===== config.mk =====
export PLATFORM = sky130hd
export DESIGN_NAME = text_escape_cursor_formatter
export DESIGN_NICKNAME = d
export VERILOG_FILES = /design/src/sv/tecf_pkg.sv /design/src/sv/tecf_decode.sv /design/src/sv/text_escape_cursor_formatter.sv
export SDC_FILE = /design/constraint.sdc
export NUM_CORES = 1
export LEC_CHECK = 0
export BUFFER_PORTS_ARGS = -buffer_cell sky130_fd_sc_hd__buf_2
export CAP_MARGIN = 20
export CELL_PAD_IN_SITES_DETAIL_PLACEMENT = 0
export CELL_PAD_IN_SITES_GLOBAL_PLACEMENT = 1
export CORE_ASPECT_RATIO = 1.75
export CORE_MARGIN = 2
export CORE_UTILIZATION = 40
export DETAILED_ROUTE_END_ITERATION = 10
export GPL_TIMING_DRIVEN = 0
export PLACE_DENSITY_LB_ADDON = 0.25
export SLEW_MARGIN = 20
export SYNTH_ARGS = -nofsm -noshare
export SYNTH_HDL_FRONTEND = slang
export SYNTH_SLANG_ARGS = --single-unit

===== constraint.sdc =====
create_clock -name clk -period 3.35 [get_ports clk]
set_input_delay 0.5025 -clock clk [delete_from_list [all_inputs] [get_ports clk]]
set_output_delay 0.5025 -clock clk [all_outputs]
set_load 0.03 [all_outputs]

===== src/sv/tecf_pkg.sv =====
`default_nettype none
package tecf_pkg;

	localparam logic [7:0] CHAR_NUL   = 8'h00;
	localparam logic [7:0] CHAR_SLASH = 8'h2F;
	localparam logic [7:0] CHAR_ZERO  = 8'h30;
	localparam logic [7:0] CHAR_SIX   = 8'h36;

	localparam logic [3:0] COLOUR_WHITE = 4'd0;

	// What one character does to the formatter.
	typedef enum logic [2:0] {
		ACT_PRINT,
		ACT_OPEN,
		ACT_ROW,
		ACT_COLOUR,
		ACT_IGNORE
	} action_t;

	typedef struct packed {
		action_t    action;
		logic [2:0] row;
		logic [3:0] colour;
	} dec_t;

	typedef struct packed {
		logic       hit;
		logic [3:0] idx;
	} colour_hit_t;

	function automatic colour_hit_t colour_of_letter(input logic [7:0] ch);
		colour_hit_t r;
		r.hit = 1'b1;
		case (ch)
			8'h77:   r.idx = 4'd0;   // w
			8'h72:   r.idx = 4'd1;   // r
			8'h67:   r.idx = 4'd2;   // g
			8'h62:   r.idx = 4'd3;   // b
			8'h79:   r.idx = 4'd4;   // y
			8'h63:   r.idx = 4'd5;   // c
			8'h6D:   r.idx = 4'd6;   // m
			8'h6F:   r.idx = 4'd7;   // o
			8'h6C:   r.idx = 4'd8;   // l
			8'h74:   r.idx = 4'd9;   // t
			8'h73:   r.idx = 4'd10;  // s
			8'h76:   r.idx = 4'd11;  // v
			8'h70:   r.idx = 4'd12;  // p
			8'h4B:   r.idx = 4'd13;  // K
			8'h6B:   r.idx = 4'd14;  // k
			default: begin
				r.hit = 1'b0;
				r.idx = COLOUR_WHITE;
			end
		endcase
		return r;
	endfunction

endpackage
`default_nettype wire


===== src/sv/tecf_decode.sv =====
`default_nettype none
module tecf_decode (
	input  wire logic [7:0]   char_code,
	input  wire logic         pending,
	output tecf_pkg::dec_t    dec
);
	import tecf_pkg::*;

	colour_hit_t col;
	logic        is_digit;

	assign col      = colour_of_letter(char_code);
	assign is_digit = (char_code >= CHAR_ZERO) && (char_code <= CHAR_SIX);

	always_comb begin
		dec.row    = 3'(char_code - CHAR_ZERO);
		dec.colour = col.idx;
		if (char_code == CHAR_NUL) begin
			dec.action = ACT_IGNORE;
		end else if (!pending) begin
			dec.action = (char_code == CHAR_SLASH) ? ACT_OPEN : ACT_PRINT;
		end else if (char_code == CHAR_SLASH) begin
			dec.action = ACT_PRINT;
		end else if (is_digit) begin
			dec.action = ACT_ROW;
		end else if (col.hit) begin
			dec.action = ACT_COLOUR;
		end else begin
			dec.action = ACT_IGNORE;
		end
	end

endmodule
`default_nettype wire


===== src/sv/text_escape_cursor_formatter.sv =====
// Text escape and cursor formatter. Feed one text byte per request on the
// text channel, with start_of_text high on the first byte of a string; that
// byte resets the cursor to 0,0, the colour to white and drops any pending
// escape. Every printable byte returns one placement on the glyph channel
// (code, colour index, pixel x/y, on_screen); escapes, end-of-text zeros and
// unknown escapes return nothing. Throughput is one request per cycle while
// the glyph channel is not stalled: a byte is held in the input register while
// the decode and cursor update run, and its placement is registered in the
// result register. The only feedback path is the small cursor/colour/escape
// register set, updated in the same cycle as the result register is loaded.
// Downstream stalls back-pressure the input through text_ready.
`default_nettype none
module text_escape_cursor_formatter #(
	parameter int GLYPH_WIDTH   = 5,
	parameter int GLYPH_HEIGHT  = 8,
	parameter int SCREEN_WIDTH  = 96,
	parameter int SCREEN_HEIGHT = 64
) (
	input  wire logic       clk,
	input  wire logic       arst_n,
	input  wire logic       text_valid,
	output logic            text_ready,
	input  wire logic [7:0] char_code,
	input  wire logic       start_of_text,
	output logic            glyph_valid,
	input  wire logic       glyph_ready,
	output logic [7:0]      glyph_code,
	output logic [3:0]      colour_index,
	output logic [7:0]      pos_x,
	output logic [5:0]      pos_y,
	output logic            on_screen
);
	import tecf_pkg::*;

	// Horizontal step per glyph includes one pixel of spacing.
	localparam logic [8:0] X_STEP    = 9'(GLYPH_WIDTH + 1);
	localparam logic [8:0] X_EXTENT  = 9'(GLYPH_WIDTH);
	localparam logic [8:0] X_LIMIT   = 9'(SCREEN_WIDTH);
	localparam logic [6:0] Y_EXTENT  = 7'(GLYPH_HEIGHT);
	localparam logic [6:0] Y_LIMIT   = 7'(SCREEN_HEIGHT);
	localparam logic [3:0] ROW_PITCH = 4'(GLYPH_HEIGHT + 1);

	// Input register
	logic       valid_s1;
	logic [7:0] char_code_s1;
	logic       start_s1;

	// Result register
	logic       valid_s2;
	logic [7:0] glyph_code_s2;
	logic [3:0] colour_s2;
	logic [7:0] pos_x_s2;
	logic [5:0] pos_y_s2;
	logic       on_screen_s2;

	// Formatter state
	logic       escape_pending_q;
	logic [7:0] cursor_x_q;
	logic [5:0] cursor_y_q;
	logic [3:0] colour_q;

	logic       advance;
	logic       pend_eff;
	logic [7:0] x_eff;
	logic [5:0] y_eff;
	logic [3:0] col_eff;
	dec_t       dec;
	logic [8:0] x_next_wide;
	logic [7:0] x_next;
	logic [7:0] row_y_wide;
	logic [5:0] row_y;
	logic       fits;
	logic       emit;

	// Move the held byte on whenever the result slot is free or being drained.
	assign advance    = valid_s1 && (!valid_s2 || glyph_ready);
	assign text_ready = !valid_s1 || advance;

	always_ff @(posedge clk or negedge arst_n) begin
		if (!arst_n) begin
			valid_s1 <= 1'b0;
		end else if (text_ready) begin
			valid_s1 <= text_valid;
		end
	end

	always_ff @(posedge clk) begin
		if (text_ready && text_valid) begin
			char_code_s1 <= char_code;
			start_s1     <= start_of_text;
		end
	end

	// A new string overrides the stored state before the byte is looked at.
	assign pend_eff = start_s1 ? 1'b0         : escape_pending_q;
	assign x_eff    = start_s1 ? 8'd0         : cursor_x_q;
	assign y_eff    = start_s1 ? 6'd0         : cursor_y_q;
	assign col_eff  = start_s1 ? COLOUR_WHITE : colour_q;

	tecf_decode u_decode (
		.char_code (char_code_s1),
		.pending   (pend_eff),
		.dec       (dec)
	);

	// Saturate the cursor at the right edge rather than wrap.
	assign x_next_wide = {1'b0, x_eff} + X_STEP;
	assign x_next      = x_next_wide[8] ? 8'hFF : x_next_wide[7:0];

	assign row_y_wide = {4'd0, ROW_PITCH} * {5'd0, dec.row};
	assign row_y      = (row_y_wide > 8'd63) ? 6'd63 : row_y_wide[5:0];

	assign fits = (({1'b0, x_eff} + X_EXTENT) <= X_LIMIT) &&
	              (({1'b0, y_eff} + Y_EXTENT) <= Y_LIMIT);

	assign emit = (dec.action == ACT_PRINT);

	always_ff @(posedge clk or negedge arst_n) begin
		if (!arst_n) begin
			escape_pending_q <= 1'b0;
			cursor_x_q       <= 8'd0;
			cursor_y_q       <= 6'd0;
			colour_q         <= COLOUR_WHITE;
		end else if (advance) begin
			escape_pending_q <= (dec.action == ACT_OPEN);
			cursor_y_q       <= y_eff;
			colour_q         <= col_eff;
			cursor_x_q       <= x_eff;
			case (dec.action)
				ACT_PRINT: begin
					cursor_x_q <= x_next;
				end
				ACT_ROW: begin
					cursor_x_q <= 8'd0;
					cursor_y_q <= row_y;
				end
				ACT_COLOUR: begin
					colour_q <= dec.colour;
				end
				default: begin
					// hold the cursor and colour
				end
			endcase
		end
	end

	// Result valid: set by a printing byte, drop once taken downstream.
	always_ff @(posedge clk or negedge arst_n) begin
		if (!arst_n) begin
			valid_s2 <= 1'b0;
		end else if (advance) begin
			valid_s2 <= emit;
		end else if (glyph_ready) begin
			valid_s2 <= 1'b0;
		end
	end

	always_ff @(posedge clk) begin
		if (advance && emit) begin
			glyph_code_s2 <= char_code_s1;
			colour_s2     <= col_eff;
			pos_x_s2      <= x_eff;
			pos_y_s2      <= y_eff;
			on_screen_s2  <= fits;
		end
	end

	assign glyph_valid  = valid_s2;
	assign glyph_code   = glyph_code_s2;
	assign colour_index = colour_s2;
	assign pos_x        = pos_x_s2;
	assign pos_y        = pos_y_s2;
	assign on_screen    = on_screen_s2;

endmodule
`default_nettype wire


==> reports/metrics.cfg, run 1 <==
[outcome]
status=completed

[power_and_ir_drop]
p_int_mw=1.55
p_per_area_nw_per_um2=611
total_power_mw=2.10
p_sw_uw=555
pwr-share-clk_pct=42.7
p_leak_nw=1.42
ir_worst_vdd_mv=0.429
p_sw_share_pct=26.4
seqPwrFrac_pct=41.5
pwr-share-comb_pct=15.8

[timing]
skew_ns=0.00506
fin_crit_sh_pct=91.5
drv_slew=0
relSlewSlack_pct=61.2
worst_pin_slew_ns=0.580
fin_crit_ns=3.07
fmax_ghz=0.326
setup_ws_ns=0.284
rsz0062_at_grt=no
setup_violations=0
finalSetupTns_ns=0
hold_viol=0

[layout]
drive_gt1_share_pct=26.7
fin_nets=303
fin_cells=376
diodes=0
fin_util_pct=50.5
areaGrowthSynthToFinish_pct=22.9

[logic_synthesis]
synth_area_leaders=edfxtp_1 39%, dfrtp_1 19%, nor2b_1 3.6%, a22o_1 2.8%, o21ai_0 2.7%
yosys_warnings=0
synth_cell_types=62
synth_top_area_share_pct=38.7
synth_edf_count=36
syn_nets=248
synth.cell_area_sq_um=2790
synth_top_cell_by_area=edfxtp_1
netlist_instances=232
synthFlopType=edfxtp_1
async_flop_share_pct=36.8
synthTopCellsByCount=36 x edfxtp_1, 21 x dfrtp_1, 16 x nor2b_1
avgSynthCellArea_sq_um=12.0
yosys.cell_count.top_type=edfxtp_1
ys_seq_elements=57
seq_area_frac_synth_pct=57.5

[worst_setup_path]
critPathMaxFanout=10
critPathCaptureType=flip-flop
path_class=reg2reg
crit_required_ns=3.52
worst_setup_path_start_kind=flip-flop
ff2ff_path_depth=8
reg2reg_slack_ns=0.28
cp.arrival_ns=3.24

[route]
wl_per_cell_um=15.7
ant_nets=0
top_layer_used=met4
dr.first_iter.drc_count=100
vias=2031
drc=0
met3_length_um=239
via_per_inst=5.40
firstDrtPassIters=4
routed_wl_um=5920
route.met2.wl_um=3330
wl_met1_um=2220

[cts]
post_cts_buffers=0
numCtsBuffers=9
cts_max_level=3
postCtsHoldBufs=0
clock_path_buffers=2
clock-sinks=57
cts_tree=yes
clkSlewWorstSetupHoldPaths_ns=0.05
clock_latency_ns=0.32
cts-resized-gates=0
clockRootBuffer=clkbuf_16

[placed_design]
place_ws_ns=0.226
placed_cells=360
dp_hpwl_um=4390
globalplace.congestion=0.869
io_buffers=41

[worst_hold_path]
hold_path.class=in2async

[job]
drv_cap=0

[floorplan]
dieArea_sq_um=7700
std_cell_rows=40
start_util_pct=41.0
io_pins=42
die_h_um=115
die_x_um=67.2
core_sq_um=6810

[grt]
overflow=0
grt_start_max_net_pins=22
grt_pass1_wl_um=10000
first_global_vias=2083
antenna_found_initial=0
track_usage_pct=17.7

==> power groups by stage <==
stage | combinational (mW) | sequential [mW] | clock [mW]
floorplan | 0.172 | 0.942 | 0
global placement | 0.323 | 0.883 | 0
detailed placement | 0.335 | 0.883 | 0
CTS | 0.337 | 0.871 | 0.914
global route | 0.367 | 0.881 | 0.949
finish | 0.332 | 0.871 | 0.896
==> worst max-delay path: stages (launching register included) <==
cell and delay, ns:
edfxtp_1 0.40, clkbuf_1 0.41, buf_2 0.31, clkbuf_1 0.41
nor2b_1 0.12, ha_1 0.28, or4b_2 0.60, o2111a_1 0.26
a21oi_1 0.12
==> cells by family (layout without fill, tap and decap cells) <==
kind of cell / count (synthesis) / count (layout) / share of synthesized area, %
flip-flops: 57 / 57 / 57.5
AND/OR/NAND/NOR: 80 / 80 / 18.7
buffers and inverters: 23 / 83 / 3.58
XOR/XNOR: 3 / 3 / 0.941
adder cells (fa/ha/maj): 4 / 4 / 1.70
multiplexers: 1 / 1 / 0.358
AO/OA/AOI/OAI: 64 / 64 / 17.2
==> layout make-up <==
cell class	instances	area, sq um
multi-input cells	152	1090
clock inverters	3	40.0
inverters	13	48.8
clock buffers	13	260
fillers	664	3370
plain buffers	10	51.3
well taps	84	105
repair buffers	44	235
flip-flops and latches	57	1610
==> metal layers <==
layer	vias to the layer above	GRT usage [%]
met5	-	0
met4	0	8.57
met3	9	4.03
met2	48	31.6
met1	980	18.9
li1	994	-
==> sequential cells by signal, summed over array words and instances (netlist names) <==
signal and flops:
glyph_code 8, pos_x 8, char_code_s1 8, on_screen 1, colour_index 4, cursor_y_q 6
valid_s1 1, pos_y 6, colour_q 4, escape_pending_q 1, start_s1 1, glyph_valid 1
cursor_x_q 8
==> final timing paths <==
| kind | start | endpoint |
|---|---|---|
| worst min-delay path | arst_n | cursor_x_q[1]$_DFFE_PN0P_ |
| max in group asynchronous | arst_n | cursor_y_q[0]$_DFFE_PN0P_ |
| min in group clk | char_code[6] | char_code_s1[6]$_DFFE_PP_ |
| worst min register to register | char_code_s1[3]$_DFFE_PP_ | glyph_code[3]$_DFFE_PP_ |
| worst max register to register | start_s1$_DFFE_PP_ | on_screen$_DFFE_PP_ |
| worst max-delay path | start_s1$_DFFE_PP_ | on_screen$_DFFE_PP_ |
==> stage by stage <==
stage	hold slack, ns	cell area [sq um]
2_1_floorplan	0.207	2790
3_3_place_gp	0.462	3100
3_5_place_dp	0.456	3130
4_1_cts	0.165	3430
5_1_grt	0.183	3430
6_report	0.143	3430
==> cells in the final DEF (no fill, tap or decap), drive strengths merged, types with 3 or more instances in the layout <==
master  synthesis  layout
a21oi           8       8
a221oi          3       3
a22o            9       9
a31oi           4       4
buf             6      50
clkbuf          4      17
dfrtp          21      21
edfxtp         36      36
ha              3       3
inv            13      13
nand2          13      13
nand2b          6       6
nand3           3       3
nor2           12      12
nor2b          16      16
nor3            6       6
nor3b           4       4
nor4            3       3
o21ai          15      15
o31ai           5       5
Note: power is estimated with default switching activity, not from simulation.
==> inputs of run 2 (changes only) <==
- RECOVER_POWER: default -> 100
==> run 2 against run 1 <==
  * Sequential power about the same
  * Clock power barely moved
  * Combinational power down 6%
  * Die area unchanged
  * Sequential cell count unchanged
  * Clock-buffer cell count did not move
  * Power shrank 0.74%
  * Utilization fell by 1.5 points
  * First-iteration DRC count up 3.0%
  * Cell count did not move
  * Via count grew 0.30%
  * Largest cell class unchanged
  * Largest power group unchanged
  * Highest routed layer unchanged
==> reports/metrics.cfg, run 2 (same netlist as run 1, synthesis figures left out) <==
[outcome]
status=completed

[route]
firstDrtPassIters=4
routed_wl_um=6040
via_per_inst=5.42
ant_nets=0
dr.first_iter.drc_count=103
wl_per_cell_um=16.1
drc=0
vias=2037

[worst_hold_path]
hold_path.class=in2reg

[timing]
finalSetupTns_ns=0
setup_ws_ns=0.292
drv_slew=0
fin_crit_ns=3.06
fin_crit_sh_pct=91.3
fmax_ghz=0.327
skew_ns=0.00583
worst_pin_slew_ns=1.19
setup_violations=0
relSlewSlack_pct=21.0
hold_viol=0
rsz0062_at_grt=no

[worst_setup_path]
worst_setup_path_start_kind=flip-flop
crit_required_ns=3.52
critPathCaptureType=flip-flop
critPathMaxFanout=10
cp.arrival_ns=3.23
path_class=reg2reg
reg2reg_slack_ns=0.29

[floorplan]
die_x_um=67.2
dieArea_sq_um=7700
die_h_um=115
io_pins=42
std_cell_rows=40
start_util_pct=41.0
core_sq_um=6810

[cts]
clockRootBuffer=clkbuf_16
clock-sinks=57
clock_latency_ns=0.32
clock_path_buffers=2
post_cts_buffers=0
clkSlewWorstSetupHoldPaths_ns=0.05
postCtsHoldBufs=0
cts-resized-gates=0
numCtsBuffers=9
cts_max_level=3
cts_tree=yes

[power_and_ir_drop]
ir_worst_vdd_mv=0.424
p_leak_nw=1.30
p_per_area_nw_per_um2=625

[layout]
fin_nets=303
drive_gt1_share_pct=13.7
areaGrowthSynthToFinish_pct=19.4
mostFrequentLayoutCell=clkbuf_1
final_cell_mix=39 x clkbuf_1, 36 x edfxtp_1, 21 x dfrtp_1, 16 x nor2b_1
diodes=0

[placed_design]
globalplace.congestion=0.869
dp_hpwl_um=4390
place_ws_ns=0.226
io_buffers=41

[grt]
antenna_found_initial=0
track_usage_pct=17.7
first_global_vias=2083
grt_pass1_wl_um=10000
overflow=0
grt_start_max_net_pins=22

[job]
drv_cap=0

-- run 2: cell types whose count changed in the layout (fill, tap and decap cells not counted), moves of 2 or more --
cell,delta
clkbuf_1,+33
buf_2,-31
buf_6,-2
nor3_1,+2
-- run 2: through the flow --
step,hold slack [ns],cell area (sq um),utilization [%],std cells,power [mW]
global route,0.350,3340,49.0,376,2.18
global placement,0.462,3100,45.6,357,1.21
CTS,0.165,3430,50.5,376,2.12
floorplan,0.207,2790,-,232,1.11
detailed placement,0.456,3130,46.0,360,1.22
finish,0.360,3340,49.0,376,2.08
-- run 2: worst paths after layout --
path	startpoint	end	cells past startpoint
max reg2reg	start_s1$_DFFE_PP_	on_screen$_DFFE_PP_	8
min reg2reg	char_code_s1[3]$_DFFE_PP_	glyph_code[3]$_DFFE_PP_	0
min	char_code[2]	char_code_s1[2]$_DFFE_PP_	1
min in group asynchronous	arst_n	cursor_x_q[1]$_DFFE_PN0P_	1
max in group asynchronous	arst_n	cursor_y_q[0]$_DFFE_PN0P_	1
max	start_s1$_DFFE_PP_	on_screen$_DFFE_PP_	8
-- run 2: critical path, cell delays in order, from the launching register on --
cell	delay, ns
edfxtp_1	0.40
clkbuf_1	0.39
buf_2	0.31
clkbuf_1	0.41
nor2b_1	0.12
ha_1	0.28
or4b_2	0.60
o2111a_1	0.26
a21oi_1	0.12
-- run 2: power breakdown --
group | switching [mW] | internal (mW)
sequential | 0.0486 | 0.824
clock | 0.287 | 0.612
combinational | 0.220 | 0.0927
total | 0.556 | 1.53
-- run 2: final cells by class --
cell class              instances  area, sq um
fillers                       690         3470
flip-flops and latches         57         1610
multi-input cells             152         1040
clock buffers                  13          260
repair buffers                 44          180
well taps                      84          105
plain buffers                  10         50.0
inverters                      13         48.8
clock inverters                 3         40.0
-- run 2: routing by layer --
metal / global-route usage (%) / wire length (um)
met2: 31.6 / 3300
met4: 8.57 / 162
met3: 4.03 / 205
met5: 0 / 0
met1: 18.9 / 2370
==> inputs of run 3 (changes only) <==
- MAX_ROUTING_LAYER: default -> met4
==> run 3 against run 2 <==
  * Via count decreased by 0.15%
  * Register-to-register slack about the same
  * Utilization unchanged
  * Clock skew about the same
  * Sequential share of layout area unchanged
  * Largest cell class unchanged
==> reports/metrics.cfg, run 3 (same netlist as run 1, synthesis figures left out) <==
[route]
via_per_inst=5.41
dr.first_iter.drc_count=113
wl_per_cell_um=15.9
routed_wl_um=5980
vias=2034
drc=0
firstDrtPassIters=4
ant_nets=0

[cts]
clock_path_buffers=2
post_cts_buffers=0
cts_max_level=3
cts_tree=yes
cts-resized-gates=0
postCtsHoldBufs=0
clock-sinks=57
numCtsBuffers=9
clkSlewWorstSetupHoldPaths_ns=0.05
clock_latency_ns=0.32
clockRootBuffer=clkbuf_16

[worst_setup_path]
critPathMaxFanout=10
path_class=reg2reg
worst_setup_path_start_kind=flip-flop
ff2ff_path_depth=8
crit_required_ns=3.52
critPathCaptureType=flip-flop
cp.arrival_ns=3.23

[grt]
track_usage_pct=18.1
antenna_found_initial=0
grt_start_max_net_pins=22
overflow=0
first_global_vias=2087
grt_pass1_wl_um=10000

[timing]
finalSetupTns_ns=0
fmax_ghz=0.326
skew_ns=0.00619
hold_viol=0
worst_pin_slew_ns=1.19
setup_violations=0
rsz0062_at_grt=no
fin_crit_sh_pct=91.6
drv_slew=0
fin_crit_ns=3.07
relSlewSlack_pct=20.6
whs_ns=0.362

[placed_design]
globalplace.congestion=0.883
place_area_sq_um=3130
dp_hpwl_um=4390
placed_cells=360
io_buffers=41

[floorplan]
die_x_um=67.2
die_h_um=115
core_sq_um=6810
start_util_pct=41.0
dieArea_sq_um=7700
io_pins=42
std_cell_rows=40

[job]
drv_cap=0

[layout]
diodes=0
nFillCells=690
drive_gt1_share_pct=13.7
mostFrequentLayoutCell=clkbuf_1
design_area_sq_um=3340
areaGrowthSynthToFinish_pct=19.4
fin_cells=376
fin_nets=303
final_cell_mix=39 x clkbuf_1, 36 x edfxtp_1, 21 x dfrtp_1, 16 x nor2b_1

[outcome]
status=completed

[power_and_ir_drop]
ir_worst_vdd_mv=0.425
total_power_mw=2.08
p_per_area_nw_per_um2=624
p_leak_nw=1.30

[worst_hold_path]
hold_path.class=in2reg
hold_depth=1

-- run 3: cell counts in the layout (fill, tap and decap cells not counted) --
No cell type changed its count.
-- run 3: power breakdown --
part           switching [mW]  internal, mW  total [mW]
sequential             0.0480         0.824       0.872
clock                   0.286         0.612       0.898
combinational           0.219        0.0927       0.312
-- run 3: path summary, 6_finish.rpt --
check	endpoint	startpoint	slack (ns)
max in group asynchronous	cursor_y_q[0]$_DFFE_PN0P_	arst_n	2.22
worst min-delay path	char_code_s1[6]$_DFFE_PP_	char_code[6]	0.36
min in group asynchronous	cursor_x_q[1]$_DFFE_PN0P_	arst_n	0.41
worst max-delay path	on_screen$_DFFE_PP_	start_s1$_DFFE_PP_	0.28
worst max register to register	on_screen$_DFFE_PP_	start_s1$_DFFE_PP_	0.28
worst min register to register	glyph_code[3]$_DFFE_PP_	char_code_s1[3]$_DFFE_PP_	0.47
-- run 3: metal layers --
layer  vias up  routed length [um]  global-route usage [%]  part of all wire, %
met1       988                2340                    18.9                   39
met3        12                 195                    3.83                  3.3
met5         -                   0                       -                    0
met4         0                 155                    8.57                  2.6
met2        45                3290                    31.6                   55
li1        989                   -                       -                    -
-- run 3: cell type report --
cell class | instances | area, sq um | share of cell area, %
sequential | 57 | 1610 | 48.2
multi-input combinational | 152 | 1040 | 31.3
clock buffer | 13 | 260 | 7.80
timing repair buffer | 44 | 180 | 5.40
tap | 84 | 105 | 3.15
buffer | 10 | 50.0 | 1.50
inverter | 13 | 48.8 | 1.46
clock inverter | 3 | 40.0 | 1.20
-- run 3: stage by stage --
stage          util (%)  setup WS, ns
2_1_floorplan         -         0.776
3_3_place_gp       45.6       0.00149
3_5_place_dp       46.0         0.226
4_1_cts            50.5         0.221
5_1_grt            49.0        0.0498
6_report           49.0         0.282
-- run 3: worst max-delay path: stages, from the launching register on --
cell	delay, ns
edfxtp_1	0.41
clkbuf_1	0.40
buf_2	0.31
clkbuf_1	0.41
nor2b_1	0.12
ha_1	0.28
or4b_2	0.60
o2111a_1	0.26
a21oi_1	0.12
